File: src/hdl/adc_decimate_deadband_average_assert.svh
// ----------------------------------------------------------------------------
// Assertion macros for the decimating dead-band averaging filter
// Concurrent checks that can be compiled out by defining ASSERT_OFF.
// ----------------------------------------------------------------------------
`ifndef ADC_DECIMATE_DEADBAND_AVERAGE_ASSERT_SVH
`define ADC_DECIMATE_DEADBAND_AVERAGE_ASSERT_SVH
`ifndef ASSERT_OFF
// Property that must hold in the same cycle as its trigger.
`define ADDA_ASSERT_NOW(lbl, clk, rst_n, trig, prop, msg) \
    lbl: assert property (@(posedge clk) disable iff (!rst_n) (trig) |-> (prop)) \
        else $error(msg);
// Property that must hold in the cycle after its trigger.
`define ADDA_ASSERT_NEXT(lbl, clk, rst_n, trig, prop, msg) \
    lbl: assert property (@(posedge clk) disable iff (!rst_n) (trig) |=> (prop)) \
        else $error(msg);
`else
`define ADDA_ASSERT_NOW(lbl, clk, rst_n, trig, prop, msg)
`define ADDA_ASSERT_NEXT(lbl, clk, rst_n, trig, prop, msg)
`endif
`endif

File: src/hdl/adda_pkg.sv
`timescale 1ns / 1ps
// ----------------------------------------------------------------------------
// adda_pkg
// Shared constants, register codes and configuration type of the filter.
// ----------------------------------------------------------------------------
package adda_pkg;

    // Default sizes of the filter.
    localparam int unsigned SAMPLE_BITS_DEF = 12;
    localparam int unsigned INNER_COUNT_DEF = 16;
    localparam int unsigned OUTER_COUNT_DEF = 16;
    localparam int unsigned WINDOW_DEF      = 4;

    // Register and display widths.
    localparam int unsigned THR_W         = 12;
    localparam int unsigned SCALE_W       = 10;
    localparam int unsigned DISP_W        = 10;
    localparam int unsigned DISPLAY_SHIFT = 12;

    localparam logic [THR_W-1:0]   THR_RESET   = THR_W'(10);
    localparam logic [SCALE_W-1:0] SCALE_RESET = SCALE_W'(240);
    localparam logic [DISP_W-1:0]  DISP_MAX    = DISP_W'(1023);

    // Configuration port.
    localparam int unsigned APB_DATA_W = 32;
    localparam int unsigned APB_ADDR_W = 3;

    // Depth of the request queue between front and back.
    localparam int unsigned QUEUE_DEPTH = 2;

    // Register indexes on the configuration port.
    typedef enum logic {
        REG_JUMP_THRESHOLD = 1'b0,
        REG_SCALE_FACTOR   = 1'b1
    } t_reg_idx;

    // Configuration handed to the filter back end.
    typedef struct packed {
        logic [THR_W-1:0]   jump_threshold;
        logic [SCALE_W-1:0] scale_factor;
    } t_cfg;

endpackage

File: src/hdl/adda_front.sv
`timescale 1ns / 1ps
// ----------------------------------------------------------------------------
// adda_front
// Two-level decimator: accumulates samples and issues filter requests.
// ----------------------------------------------------------------------------
module adda_front
    import adda_pkg::*;
#(
    parameter int unsigned SAMPLE_BITS = SAMPLE_BITS_DEF,
    parameter int unsigned INNER_COUNT = INNER_COUNT_DEF,
    parameter int unsigned OUTER_COUNT = OUTER_COUNT_DEF
) (
    input  logic                   i_clk,
    input  logic                   i_rst_n,
    input  logic                   i_accept,
    input  logic [SAMPLE_BITS-1:0] i_sample,
    input  logic                   i_prime,
    input  logic                   i_display_hold,
    output logic                   o_push,
    output logic [SAMPLE_BITS-1:0] o_push_value,
    output logic                   o_push_show
);

    localparam int unsigned ILOG = $clog2(INNER_COUNT);
    localparam int unsigned OLOG = $clog2(OUTER_COUNT);
    localparam int unsigned IS_W = SAMPLE_BITS + ILOG;
    localparam int unsigned OS_W = SAMPLE_BITS + OLOG;

    logic [IS_W-1:0]        r_inner_sum;
    logic [ILOG-1:0]        r_inner_cnt;
    logic [OS_W-1:0]        r_outer_sum;
    logic [OLOG-1:0]        r_outer_cnt;

    logic [IS_W-1:0]        n_inner_sum;
    logic [OS_W-1:0]        n_outer_sum;
    logic [SAMPLE_BITS-1:0] inner_mean;
    logic [SAMPLE_BITS-1:0] outer_mean;
    logic                   inner_done;
    logic                   outer_done;
    logic                   decim;

    // Running sums including the current sample; means are plain shifts.
    assign n_inner_sum = r_inner_sum + IS_W'(i_sample);
    assign inner_mean  = n_inner_sum[IS_W-1 -: SAMPLE_BITS];
    assign n_outer_sum = r_outer_sum + OS_W'(inner_mean);
    assign outer_mean  = n_outer_sum[OS_W-1 -: SAMPLE_BITS];
    assign inner_done  = (r_inner_cnt == ILOG'(INNER_COUNT - 1));
    assign outer_done  = (r_outer_cnt == OLOG'(OUTER_COUNT - 1));
    assign decim       = !i_prime && inner_done && outer_done;

    // A prime sample or a completed outer group makes a filter request.
    assign o_push       = i_accept && (i_prime || decim);
    assign o_push_value = i_prime ? i_sample : outer_mean;
    assign o_push_show  = !i_prime && !i_display_hold;

    // Accumulators; prime samples leave them untouched.
    always_ff @(posedge i_clk) begin
        if (!i_rst_n) begin
            r_inner_sum <= '0;
            r_inner_cnt <= '0;
            r_outer_sum <= '0;
            r_outer_cnt <= '0;
        end else if (i_accept && !i_prime) begin
            if (inner_done) begin
                r_inner_sum <= '0;
                r_inner_cnt <= '0;
                if (outer_done) begin
                    r_outer_sum <= '0;
                    r_outer_cnt <= '0;
                end else begin
                    r_outer_sum <= n_outer_sum;
                    r_outer_cnt <= r_outer_cnt + OLOG'(1);
                end
            end else begin
                r_inner_sum <= n_inner_sum;
                r_inner_cnt <= r_inner_cnt + ILOG'(1);
            end
        end
    end

endmodule

File: src/hdl/adda_queue.sv
`timescale 1ns / 1ps
// ----------------------------------------------------------------------------
// adda_queue
// Short register queue that decouples the decimator from the filter.
// ----------------------------------------------------------------------------
module adda_queue
    import adda_pkg::*;
#(
    parameter int unsigned DATA_W = SAMPLE_BITS_DEF + 1
) (
    input  logic              i_clk,
    input  logic              i_rst_n,
    input  logic              i_push,
    input  logic [DATA_W-1:0] i_push_data,
    input  logic              i_pop,
    output logic              o_full,
    output logic              o_valid,
    output logic [DATA_W-1:0] o_head
);

    localparam int unsigned PTR_W = $clog2(QUEUE_DEPTH);
    localparam int unsigned CNT_W = $clog2(QUEUE_DEPTH + 1);

    logic [DATA_W-1:0] r_mem [QUEUE_DEPTH];
    logic [PTR_W-1:0]  r_wr_ptr;
    logic [PTR_W-1:0]  r_rd_ptr;
    logic [CNT_W-1:0]  r_count;
    logic              do_push;
    logic              do_pop;

    assign o_full  = (r_count == CNT_W'(QUEUE_DEPTH));
    assign o_valid = (r_count != '0);
    assign o_head  = r_mem[r_rd_ptr];
    assign do_push = i_push && !o_full;
    assign do_pop  = i_pop && o_valid;

    // Pointers and fill count.
    always_ff @(posedge i_clk) begin
        if (!i_rst_n) begin
            r_wr_ptr <= '0;
            r_rd_ptr <= '0;
            r_count  <= '0;
        end else begin
            if (do_push) begin
                r_wr_ptr <= (r_wr_ptr == PTR_W'(QUEUE_DEPTH - 1)) ? '0 : r_wr_ptr + PTR_W'(1);
            end
            if (do_pop) begin
                r_rd_ptr <= (r_rd_ptr == PTR_W'(QUEUE_DEPTH - 1)) ? '0 : r_rd_ptr + PTR_W'(1);
            end
            if (do_push && !do_pop) begin
                r_count <= r_count + CNT_W'(1);
            end else if (do_pop && !do_push) begin
                r_count <= r_count - CNT_W'(1);
            end
        end
    end

    // Storage.
    always_ff @(posedge i_clk) begin
        if (do_push) begin
            r_mem[r_wr_ptr] <= i_push_data;
        end
    end

endmodule

File: src/hdl/adda_back.sv
`timescale 1ns / 1ps
// ----------------------------------------------------------------------------
// adda_back
// Dead-band ring filter, display scaling and the output register.
// ----------------------------------------------------------------------------
`include "adc_decimate_deadband_average_assert.svh"
module adda_back
    import adda_pkg::*;
#(
    parameter int unsigned SAMPLE_BITS = SAMPLE_BITS_DEF,
    parameter int unsigned WINDOW      = WINDOW_DEF
) (
    input  logic                   i_clk,
    input  logic                   i_rst_n,
    input  t_cfg                   i_cfg,
    input  logic                   i_req_valid,
    input  logic [SAMPLE_BITS-1:0] i_req_value,
    input  logic                   i_req_show,
    output logic                   o_req_pop,
    output logic                   o_out_valid,
    input  logic                   i_out_stall,
    output logic [SAMPLE_BITS-1:0] o_filtered,
    output logic [DISP_W-1:0]      o_display_value,
    output logic                   o_display_valid
);

    localparam int unsigned WLOG   = $clog2(WINDOW);
    localparam int unsigned SUM_W  = SAMPLE_BITS + WLOG;
    localparam int unsigned CMP_W  = (SAMPLE_BITS > THR_W) ? SAMPLE_BITS : THR_W;
    localparam int unsigned PROD_W = SAMPLE_BITS + SCALE_W;
    localparam int unsigned SHR_W  = PROD_W - DISPLAY_SHIFT;
    localparam int unsigned EXT_W  = ((SHR_W > DISP_W) ? SHR_W : DISP_W) + 1;

    // Filter state.
    logic [SAMPLE_BITS-1:0] r_ring [WINDOW];
    logic [WLOG-1:0]        r_ptr;
    logic [SUM_W-1:0]       r_sum;
    logic [SAMPLE_BITS-1:0] r_prev;

    // Pipeline registers.
    logic                   r_a_valid;
    logic [SAMPLE_BITS-1:0] r_a_filt;
    logic                   r_a_show;
    logic                   r_b_valid;
    logic [SAMPLE_BITS-1:0] r_b_filt;
    logic                   r_b_show;
    logic [PROD_W-1:0]      r_b_prod;
    logic                   r_out_valid;
    logic [SAMPLE_BITS-1:0] r_out_filt;
    logic [DISP_W-1:0]      r_out_disp;
    logic                   r_out_show;

    logic [SAMPLE_BITS-1:0] diff;
    logic                   jump;
    logic [SAMPLE_BITS-1:0] kept;
    logic [SUM_W-1:0]       n_sum;
    logic [PROD_W-1:0]      n_b_prod;
    logic [SHR_W-1:0]       shifted;
    logic [EXT_W-1:0]       shifted_ext;
    logic [DISP_W-1:0]      n_out_disp;
    logic                   out_ready;
    logic                   b_ready;
    logic                   a_ready;
    logic                   pop;

    // Stall chain from the output back to the queue.
    assign out_ready = !r_out_valid || !i_out_stall;
    assign b_ready   = !r_b_valid || out_ready;
    assign a_ready   = !r_a_valid || b_ready;
    assign pop       = i_req_valid && a_ready;
    assign o_req_pop = pop;

    // Dead band: keep the old raw value unless the jump exceeds the threshold.
    assign diff  = (i_req_value >= r_prev) ? (i_req_value - r_prev) : (r_prev - i_req_value);
    assign jump  = CMP_W'(diff) > CMP_W'(i_cfg.jump_threshold);
    assign kept  = jump ? i_req_value : r_prev;
    // The ring sum is kept running: drop the overwritten entry, add the new one.
    assign n_sum = r_sum - SUM_W'(r_ring[r_ptr]) + SUM_W'(kept);

    // Ring, running sum and previous raw value.
    always_ff @(posedge i_clk) begin
        if (!i_rst_n) begin
            for (int k = 0; k < WINDOW; k++) begin
                r_ring[k] <= '0;
            end
            r_ptr  <= '0;
            r_sum  <= '0;
            r_prev <= '0;
        end else if (pop) begin
            r_ring[r_ptr] <= kept;
            r_ptr         <= r_ptr + WLOG'(1);
            r_sum         <= n_sum;
            r_prev        <= i_req_value;
        end
    end

    // Stage A: ring mean.
    always_ff @(posedge i_clk) begin
        if (!i_rst_n) begin
            r_a_valid <= 1'b0;
        end else if (a_ready) begin
            r_a_valid <= pop;
        end
    end

    always_ff @(posedge i_clk) begin
        if (pop) begin
            r_a_filt <= n_sum[SUM_W-1 -: SAMPLE_BITS];
            r_a_show <= i_req_show;
        end
    end

    // Stage B: display product.
    assign n_b_prod = PROD_W'(r_a_filt) * PROD_W'(i_cfg.scale_factor);

    always_ff @(posedge i_clk) begin
        if (!i_rst_n) begin
            r_b_valid <= 1'b0;
        end else if (b_ready) begin
            r_b_valid <= r_a_valid;
        end
    end

    always_ff @(posedge i_clk) begin
        if (b_ready && r_a_valid) begin
            r_b_filt <= r_a_filt;
            r_b_show <= r_a_show;
            r_b_prod <= n_b_prod;
        end
    end

    // Shift and saturate the display value; zero when not shown.
    assign shifted     = r_b_prod[PROD_W-1 -: SHR_W];
    assign shifted_ext = EXT_W'(shifted);
    always_comb begin
        if (!r_b_show) begin
            n_out_disp = '0;
        end else if (shifted_ext > EXT_W'(DISP_MAX)) begin
            n_out_disp = DISP_MAX;
        end else begin
            n_out_disp = shifted_ext[DISP_W-1:0];
        end
    end

    // Output register.
    always_ff @(posedge i_clk) begin
        if (!i_rst_n) begin
            r_out_valid <= 1'b0;
        end else if (out_ready) begin
            r_out_valid <= r_b_valid;
        end
    end

    always_ff @(posedge i_clk) begin
        if (out_ready && r_b_valid) begin
            r_out_filt <= r_b_filt;
            r_out_disp <= n_out_disp;
            r_out_show <= r_b_show;
        end
    end

    assign o_out_valid     = r_out_valid;
    assign o_filtered      = r_out_filt;
    assign o_display_value = r_out_disp;
    assign o_display_valid = r_out_show;

    // Each filter update moves the ring pointer by exactly one entry.
    `ADDA_ASSERT_NEXT(a_ptr_step, i_clk, i_rst_n, pop, (r_ptr - $past(r_ptr)) == WLOG'(1), "ring pointer did not advance by one")
    // A held stage A keeps its request.
    `ADDA_ASSERT_NEXT(a_stage_a_hold, i_clk, i_rst_n, r_a_valid && !b_ready, r_a_valid && $stable(r_a_filt), "stage A request lost while held")
    // A held stage B keeps its product.
    `ADDA_ASSERT_NEXT(a_stage_b_hold, i_clk, i_rst_n, r_b_valid && !out_ready, r_b_valid && $stable(r_b_prod), "stage B product lost while held")
    // No request is taken while the pipeline is full and stalled.
    `ADDA_ASSERT_NOW(a_no_pop_full, i_clk, i_rst_n, r_a_valid && r_b_valid && r_out_valid && i_out_stall, !pop, "request taken into a full pipeline")

endmodule

File: src/hdl/adc_decimate_deadband_average.sv
`timescale 1ns / 1ps
// A request that produces a result passes through the queue, stage A, stage B and the output register.
// Throughput: one sample per cycle unless stalled; a result leaves every 256th plain sample and
// every prime sample. The rate is set by the ring update in the back end, fed through a 2-entry
// queue; the input stalls only while that queue is full, after the result side has held off.
// Reset: synchronous active-low; clears accumulators, ring, pointers and queue, and loads
// jump_threshold to 10 and scale_factor to 240. No clearing pass is needed.
// ----------------------------------------------------------------------------
// adc_decimate_deadband_average
// Decimating dead-band moving-average filter with a scaled display value.
// ----------------------------------------------------------------------------
module adc_decimate_deadband_average
    import adda_pkg::*;
#(
    parameter int unsigned SAMPLE_BITS = SAMPLE_BITS_DEF,
    parameter int unsigned INNER_COUNT = INNER_COUNT_DEF,
    parameter int unsigned OUTER_COUNT = OUTER_COUNT_DEF,
    parameter int unsigned WINDOW      = WINDOW_DEF
) (
    input  logic                   i_clk,
    input  logic                   i_rst_n,
    // Sample channel
    input  logic                   i_in_valid,
    output logic                   o_in_stall,
    input  logic [SAMPLE_BITS-1:0] i_sample,
    input  logic                   i_prime,
    input  logic                   i_display_hold,
    // Result channel
    output logic                   o_out_valid,
    input  logic                   i_out_stall,
    output logic [SAMPLE_BITS-1:0] o_filtered,
    output logic [DISP_W-1:0]      o_display_value,
    output logic                   o_display_valid,
    // Configuration port
    input  logic                   psel,
    input  logic                   penable,
    input  logic                   pwrite,
    input  logic [APB_ADDR_W-1:0]  paddr,
    input  logic [APB_DATA_W-1:0]  pwdata,
    output logic [APB_DATA_W-1:0]  prdata,
    output logic                   pready
);

    localparam int unsigned Q_W = SAMPLE_BITS + 1;

    t_cfg                   r_cfg;
    t_reg_idx               reg_idx;
    logic                   cfg_wr;
    logic                   accept;
    logic                   push;
    logic [SAMPLE_BITS-1:0] push_value;
    logic                   push_show;
    logic                   q_full;
    logic                   q_valid;
    logic [Q_W-1:0]         q_head;
    logic                   q_pop;

    // Configuration registers.
    assign pready  = 1'b1;
    assign reg_idx = t_reg_idx'(paddr[2]);
    assign cfg_wr  = psel && penable && pwrite && pready;

    always_ff @(posedge i_clk) begin
        if (!i_rst_n) begin
            r_cfg.jump_threshold <= THR_RESET;
            r_cfg.scale_factor   <= SCALE_RESET;
        end else if (cfg_wr) begin
            case (reg_idx)
                REG_JUMP_THRESHOLD: r_cfg.jump_threshold <= pwdata[THR_W-1:0];
                REG_SCALE_FACTOR:   r_cfg.scale_factor   <= pwdata[SCALE_W-1:0];
                default: ;
            endcase
        end
    end

    // Register read-back.
    always_comb begin
        case (reg_idx)
            REG_JUMP_THRESHOLD: prdata = APB_DATA_W'(r_cfg.jump_threshold);
            REG_SCALE_FACTOR:   prdata = APB_DATA_W'(r_cfg.scale_factor);
            default:            prdata = '0;
        endcase
    end

    // Sample request handshake.
    assign o_in_stall = q_full;
    assign accept     = i_in_valid && !o_in_stall;

    adda_front #(
        .SAMPLE_BITS (SAMPLE_BITS),
        .INNER_COUNT (INNER_COUNT),
        .OUTER_COUNT (OUTER_COUNT)
    ) u_front (
        .i_clk          (i_clk),
        .i_rst_n        (i_rst_n),
        .i_accept       (accept),
        .i_sample       (i_sample),
        .i_prime        (i_prime),
        .i_display_hold (i_display_hold),
        .o_push         (push),
        .o_push_value   (push_value),
        .o_push_show    (push_show)
    );

    adda_queue #(
        .DATA_W (Q_W)
    ) u_queue (
        .i_clk       (i_clk),
        .i_rst_n     (i_rst_n),
        .i_push      (push),
        .i_push_data ({push_show, push_value}),
        .i_pop       (q_pop),
        .o_full      (q_full),
        .o_valid     (q_valid),
        .o_head      (q_head)
    );

    adda_back #(
        .SAMPLE_BITS (SAMPLE_BITS),
        .WINDOW      (WINDOW)
    ) u_back (
        .i_clk           (i_clk),
        .i_rst_n         (i_rst_n),
        .i_cfg           (r_cfg),
        .i_req_valid     (q_valid),
        .i_req_value     (q_head[SAMPLE_BITS-1:0]),
        .i_req_show      (q_head[SAMPLE_BITS]),
        .o_req_pop       (q_pop),
        .o_out_valid     (o_out_valid),
        .i_out_stall     (i_out_stall),
        .o_filtered      (o_filtered),
        .o_display_value (o_display_value),
        .o_display_valid (o_display_valid)
    );

endmodule
File: config.mk
export PLATFORM = sky130hd
export DESIGN_NAME = adc_decimate_deadband_average
export DESIGN_NICKNAME = d
export VERILOG_FILES = /design/src/hdl/adda_pkg.sv /design/src/hdl/adda_front.sv /design/src/hdl/adda_queue.sv /design/src/hdl/adda_back.sv /design/src/hdl/adc_decimate_deadband_average.sv
export VERILOG_INCLUDE_DIRS = /design/src /design/src/hdl
export SDC_FILE = /design/constraint.sdc
export NUM_CORES = 1
export LEC_CHECK = 0
export ABC_AREA = 1
export BUFFER_PORTS_ARGS = -buffer_cell sky130_fd_sc_hd__clkbuf_2
export CORE_UTILIZATION = 40
export CTS_BUF_LIST = sky130_fd_sc_hd__clkbuf_8
export DETAILED_ROUTE_END_ITERATION = 7
export PLACE_DENSITY = 0.64
export SYNTH_ARGS = -nofsm -noshare
export SYNTH_HDL_FRONTEND = slang
export SYNTH_SLANG_ARGS = --single-unit
File: constraint.sdc
create_clock -name i_clk -period 5.1 [get_ports i_clk]
set_input_delay 1.02 -clock i_clk [delete_from_list [all_inputs] [get_ports i_clk]]
set_output_delay 1.02 -clock i_clk [all_outputs]
set_load 0.005 [all_outputs]
## Word level (Yosys, flattened, before mapping)

Memories as Yosys holds them, arrays and structs flattened. A register that Yosys moved wholly into a read port is not among the register bits.
Index checks and enable logic that the tools add are counted.

| cells by class | value |
|---|---|
| bitwise logic cells | 1 |
| magnitude comparators | 3 |
| shift-type cells | 0 |
| add/subtract/negate cells | 13 |
| eq/ne operators | 3 |
| $mul | 1 |
| muxes and demuxes | 26 |
| div/mod/pow operators | 0 |
| reduce and logical (&&, ||, !) cells | 34 |

Operators with widths:

| cell | number |
|---|---|
| $pmux 32 s2 | 1 |
| $mux 12 | 4 |
| $add 16x12->16 | 2 |
| $mux 16 | 2 |
| $sub 12x12->12 | 2 |
| $mul 12x10->22 | 1 |
| $logic_and 1x1->1 | 15 |
| $add 14x12->14 | 1 |
| $sub 14x12->14 | 1 |
| $ge 12x12->1 | 1 |
| $gt 12x12->1 | 1 |
| $reduce_or 12->1 | 1 |
| $mux 1 | 11 |
| $gt 10x10->1 const B | 1 |
| $mux 10 | 1 |
| $mux 2 | 5 |
| $logic_not 1->1 | 9 |
| $add 4x1->4 const B | 2 |
| $eq 4x4->1 const B | 2 |
| $mux 4 | 2 |
| $reduce_and 2->1 | 3 |
| $add 2x1->2 const B | 2 |
| $logic_or 1x1->1 | 4 |
| $reduce_bool 2->1 | 2 |
| other kinds (4) | 5 |

| word-level totals | value |
|---|---|
| input port bits | 56 |
| register bits after elaboration | 168 |
| bits in latches | 0 |
| memory bits (read-only) | 0 |
| RAM bits | 74 |
| word-level logic and storage cells | 106 |
| memories kept | 2 |
| output and inout bits | 58 |

Memory list:

| name | words | width | rd ports | clocked after Yosys merged registers in | wr ports | RTL line | text |
|---|---|---|---|---|---|---|---|
| u_back.r_ring | 4 | 12 | 1 | 1 | 4 | adda_back.sv:35 | `logic [SAMPLE_BITS-1:0] r_ring [WINDOW];` |
| u_queue.r_mem | 2 | 13 | 1 | 1 | 1 | adda_queue.sv:24 | `logic [DATA_W-1:0] r_mem [QUEUE_DEPTH];` |

## Logic depth before layout (Yosys ltp)

| depth | value |
|---|---|
| word-level depth | 10 |
| depth in mapped cells | 37 |
| gate-level depth less buffers | 36 |

## Modules after synthesis

A second synthesis with hierarchy kept.

| second synthesis, totals | value |
|---|---|
| cells, all modules | 2,193 |
| area, all modules | 17,777.0 sq um |

Modules (own cells, without submodules):

| module | area each (sq um) | sequential area each (sq um) | times used | cells an instance |
|---|---|---|---|---|
| adda_back | 12,109.1 | 3,873.7 | 1 | 1,418 |
| adda_front | 3,216.8 | 800.8 | 1 | 506 |
| adc_decimate_deadband_average | 1,227.4 | 440.4 | 1 | 192 |
| adda_queue | 1,223.7 | 880.8 | 1 | 77 |

## Worst setup path after synthesis

Ideal clock, no wire load.

| timing path | value |
|---|---|
| path kind | register to register |
| start point | register (tool-made name) |
| end point | register u_back.r_a_filt[10], data pin |
| period minus slack after synthesis | 5.418 ns |
| path buffers | 2 |
| library setup time | 0.255 ns |
| path slack | -0.318 ns |
| data required time | 4.845 ns |
| data arrival time | 5.164 ns |
| cell stages (with the launch flop) | 33 |
| cell sequence | dfxtp_1 buf_4 o21ai_0 inv_1 fa_1 nand3_1 nand2_1 inv_1 a21oi_1 nor2_2 inv_2 nand2_1 nand2_1 nand2_1 nand2_1 ha_1 nand4_1 nor2_1 nand2_1 nand3_1 nand2_1 buf_4 o21ai_2 inv_1 fa_1 fa_1 nand2_1 nand2_1 o21ai_0 inv_1 nand3_1 nand4_1 and2_1 |

RTL lines:

| item | RTL line | text |
|---|---|---|
| end signal, assigned | adda_back.sv:108 | `r_a_filt <= n_sum[SUM_W-1 -: SAMPLE_BITS];` |
| end, declared | adda_back.sv:42 | `logic [SAMPLE_BITS-1:0] r_a_filt;` |

==> impl_summary.txt <==
----------------------------------------------------
[CTS]
  Clock tree sinks ... 233
  Insertion delay to the later sink of the worst-skew pair ... 0.60 ns
  H-Tree Level Count ... 2
  TritonCTS clock tree ... built
  Hold buffer count at CTS ... 0
  Cell at the root of the clock tree ... clkbuf_8
  TritonCTS buffer count ... 43
  Clock tree buffer depth ... 3
  Clock transition at the registers of the reported paths ... 0.06 ns

[Drt]
  Avg Vias per Cell ... 4.93
  Initial drt markers ... 793
  Iteration count of the initial detailed-routing pass ... 5
  Residual antenna-violating net count after detailed routing ... 0
  DRC violations left ... 0
  Mean routed wirelength per cell ... roughly 15 um
  Routed wire length ... 45900 um
  Via count ... 14600

[Worst setup path]
  Nature of the critical path endpoint ... register
  Path depth of the worst reg2reg path ... 35
  Required time of the critical path ... between 5 and 6 ns
  Worst path slowest cell ... fa_1
  Capture point of the worst reg-to-reg path ... u_back.r_a_filt[9]$_DFFE_PP_
  Most frequent cell on the critical path ... nand2_4
  Worst setup SP type ... register
  Setup slack, reg-to-reg ... -0.29 ns
  Critical path type ... reg -> reg
  Data arrival at the endpoint of the critical path ... around 5.8 ns
  Stage delay of the slowest cell on the critical path ... 0.49 ns
  Highest net fanout along the worst path ... 6

[Cells and area]
  Synth-to-Final Area Change ... 28.7%
  Fraction of final layout cells sized beyond drive strength 1 ... 0.249
  Final core utilization ... 0.521
  Final-stage net count ... 2676
  Inserted Diodes ... 0
  Fillcell total ... 3728

[Logic synthesis]
  Synthesized area divided by synthesized cell count ... 7.97 um2
  Portion of the post-synthesis area used by sequential elements ... 0.354
  Count of synthesis-stage warnings from yosys ... 0
  Cells after synthesis ... between 2000 and 2500
  Async SR Flop Fraction ... 0
  Most frequently used flop master after synthesis ... edfxtp_1
  Synth area leaders ... edfxtp_1, nand2_1, dfxtp_1
  Synthesized area ... between 15000 and 20000 um2
  Number of distinct library cells after synthesis ... 47
  Seq cells post-synth ... approximately 230
  Post-synth EDFFs ... 133
  Share of the synthesized area in the top cell type ... 0.236
  Top cell type by total area after synthesis ... edfxtp_1

[GRT]
  Antenna violations before repair ... 0
  Largest net degree at the start of global routing ... 34
  Via count of the first global-routing pass ... 14700
  First-pass GRT wire length ... 72900 um
  Congestion Overflow GR ... 0
  GRT Overall Usage ... 0.209

[STA]
  Setup violation total in the final timing report ... 21
  Worst max-slew margin expressed relative to the limit ... 0.217
  Setup slack after layout ... -0.293 ns
  Slew at the pin closest to its max-slew limit ... 1.17 ns
  Count of final hold-check violations ... 0
  Pins over their slew limit ... 0
  Ratio of final minimum period to clock period ... 1.06
  Setup repair after global routing missed its margin ... true
  Post-route setup TNS ... -3.96 ns
  Clock skew after layout ... 0.0252 ns
  Highest clock frequency the design can meet ... 0.185 GHz
  Clock period minus final worst setup slack ... 5.39 ns

[Status]
  Failing checks ... setup timing
  Run status ... complete, but fails checks

[Die]
  Core Area ... between 40000 and 50000 um2
  I/O Pins ... 114
  Die height ... 208 um
  Initial core utilization ... 0.405
  Row cnt ... 75
  Chip Width ... approximately 210 um
  Die Footprint ... 43200 um2

[Placed design]
  DP Wirelength ... 33000 um
  GPL Wtd Cong ... approximately 0.90
  Number of buffers added on ports ... 70

[Worst hold path]
  Min-Delay Startpoint ... u_back.r_b_filt[11]$_DFFE_PP_
  HP Class ... reg -> reg
  Hold worst-path end ... u_back.o_filtered[11]$_DFFE_PP_
  Hold Path Depth ... 0

[Flow run]
  Count of max-cap constraint violations ... 0

----------------------------------------------------
==> logic make-up (layout without fill, tap and decap cells) <==
logic type / count (synthesis) / after routing / synth area share
flip-flops: 233 / 233 / 0.354
XOR/XNOR: 41 / 41 / 0.0212
buffers and inverters: 431 / 716 / 0.102
other: 2 / 21 / 0.000443
AND/OR/NAND/NOR: 909 / 909 / 0.219
multiplexers: 1 / 1 / 0.000665
adder cells (fa/ha/maj): 224 / 224 / 0.207
AO/OA/AOI/OAI: 285 / 285 / 0.0957
==> state kept, by name (all words and copies together), names as in the netlist, 10 cells and up, named ones only <==
name / flops
u_back.r_prev: 12
u_back.r_b_prod: 10
u_back.r_ring: 48
u_back.r_sum: 14
u_front.r_outer_sum: 16
u_back.o_filtered: 12
u_queue.r_mem: 26
r_cfg: 22
u_back.r_b_filt: 12
u_back.r_a_filt: 12
u_back.o_display_value: 10
u_front.r_inner_sum: 16
==> worst max-delay path, delay by kind of cell, from the launching register on <==
kind            cells  cell delay (ns)
simple gates       18             1.59
fa+ha+maj           4             1.37
buf+inv            10             1.31
compound gates      3             0.45
flops               1             0.42
==> cells in the mapped netlist (3+ instances only) <==
cell	number
clkbuf_1	35
nor2_1	161
xnor2_1	5
o21ai_1	7
and2_1	11
buf_4	24
nor3_1	11
a21boi_0	3
o21ai_0	92
a21o_1	3
ha_1	131
dfxtp_1	100
a31oi_1	3
edfxtp_1	133
o21bai_1	9
a22o_1	4
nand2_1	599
a21oi_1	120
o22ai_1	13
o21a_1	3
inv_1	337
nand4_1	13
buf_2	14
fa_1	93
a32o_1	11
nand3_1	88
xor2_1	36
o21ai_2	13
inv_2	8
nand3b_1	15
buf_1	9
==> final cells by class <==
class                   count  area [um2]  share of cell area
multi-input cells        1481       10600               0.487
flip-flops and latches    233        6000               0.275
repair buffers            290        2210               0.101
inverters                 347        1320              0.0604
well taps                 539         674              0.0309
clock buffers              46         633              0.0290
clock inverters            33         359              0.0165
==> metrics by stage <==
stage	instances	setup WS [ns]	hold slack [ns]	area, um2
2_1_floorplan	2145	0.00891	0.400	17000
3_5_place_dp	2839	-0.594	0.409	18900
3_3_place_gp	2839	-0.500	0.404	18900
6_report	2969	-0.293	0.420	21800
4_1_cts	2950	-0.0820	0.423	21100
5_1_grt	2969	-0.546	0.424	21800
==> metal layers <==
| metal | up-vias | track usage | wire length (um) |
|---|---|---|---|
| met2 | 342 | 0.364 | 22700 |
| met5 | - | 0 | 0 |
| li1 | 7278 | - | - |
| met1 | 6941 | 0.264 | 20000 |
| met4 | 0 | 0.0715 | 1100 |
| met3 | 68 | 0.0318 | 2120 |
==> worst max path at each step <==
stage / depth (start not counted) / slack [ns] / end
2_1_floorplan: 33 / 0.009 / u_back.r_a_filt[10]$_DFFE_PP_
6_report: 35 / -0.29 / u_back.r_a_filt[9]$_DFFE_PP_
3_5_place_dp: 32 / -0.59 / u_back.r_sum[10]$_SDFFE_PN0P_
4_1_cts: 37 / -0.08 / u_back.r_a_filt[9]$_DFFE_PP_
3_3_place_gp: 32 / -0.50 / u_back.r_a_filt[10]$_DFFE_PP_
5_1_grt: 38 / -0.55 / u_back.r_sum[11]$_SDFFE_PN0P_
==> placed cells by master (no fill, tap or decap), types with 7 or more instances in the layout <==
| master | instances |
|---|---|
| inv_1 | 315 |
| nand3_1 | 71 |
| a21oi_4 | 7 |
| and2_1 | 9 |
| o21ai_1 | 20 |
| nand2_2 | 32 |
| a32o_1 | 11 |
| nand3_2 | 16 |
| a21oi_2 | 17 |
| xor2_1 | 27 |
| conb_1 | 21 |
| nor2_2 | 13 |
| buf_6 | 31 |
| nor2_4 | 10 |
| o21ai_4 | 16 |
| fa_1 | 88 |
| buf_4 | 182 |
| clkbuf_2 | 70 |
| nor2_1 | 142 |
| ha_4 | 32 |
| inv_2 | 35 |
| edfxtp_1 | 133 |
| nand2_4 | 18 |
| o22ai_1 | 13 |
| nor3_1 | 8 |
| a21oi_1 | 96 |
| o21ai_0 | 62 |
| nand4_1 | 13 |
| o21ai_2 | 14 |
| ha_1 | 94 |
| clkbuf_8 | 46 |
| xor2_2 | 7 |
| nand3b_1 | 15 |
| nand2_1 | 548 |
| bufinv_16 | 8 |
| dfxtp_1 | 99 |
| clkinv_1 | 8 |
==> timing repair <==
action / 4_1_cts / 5_1_grt
cloned: 3 / 1
setup endpoints to repair: 24 / 31
resized for setup: 209 / 144
pin swaps: 78 / 60
setup buffers: 29 / 25
Power is left out: the tool's default activity adds up to more than one toggle a clock period on the data nets, which glitch-free logic cannot reach.
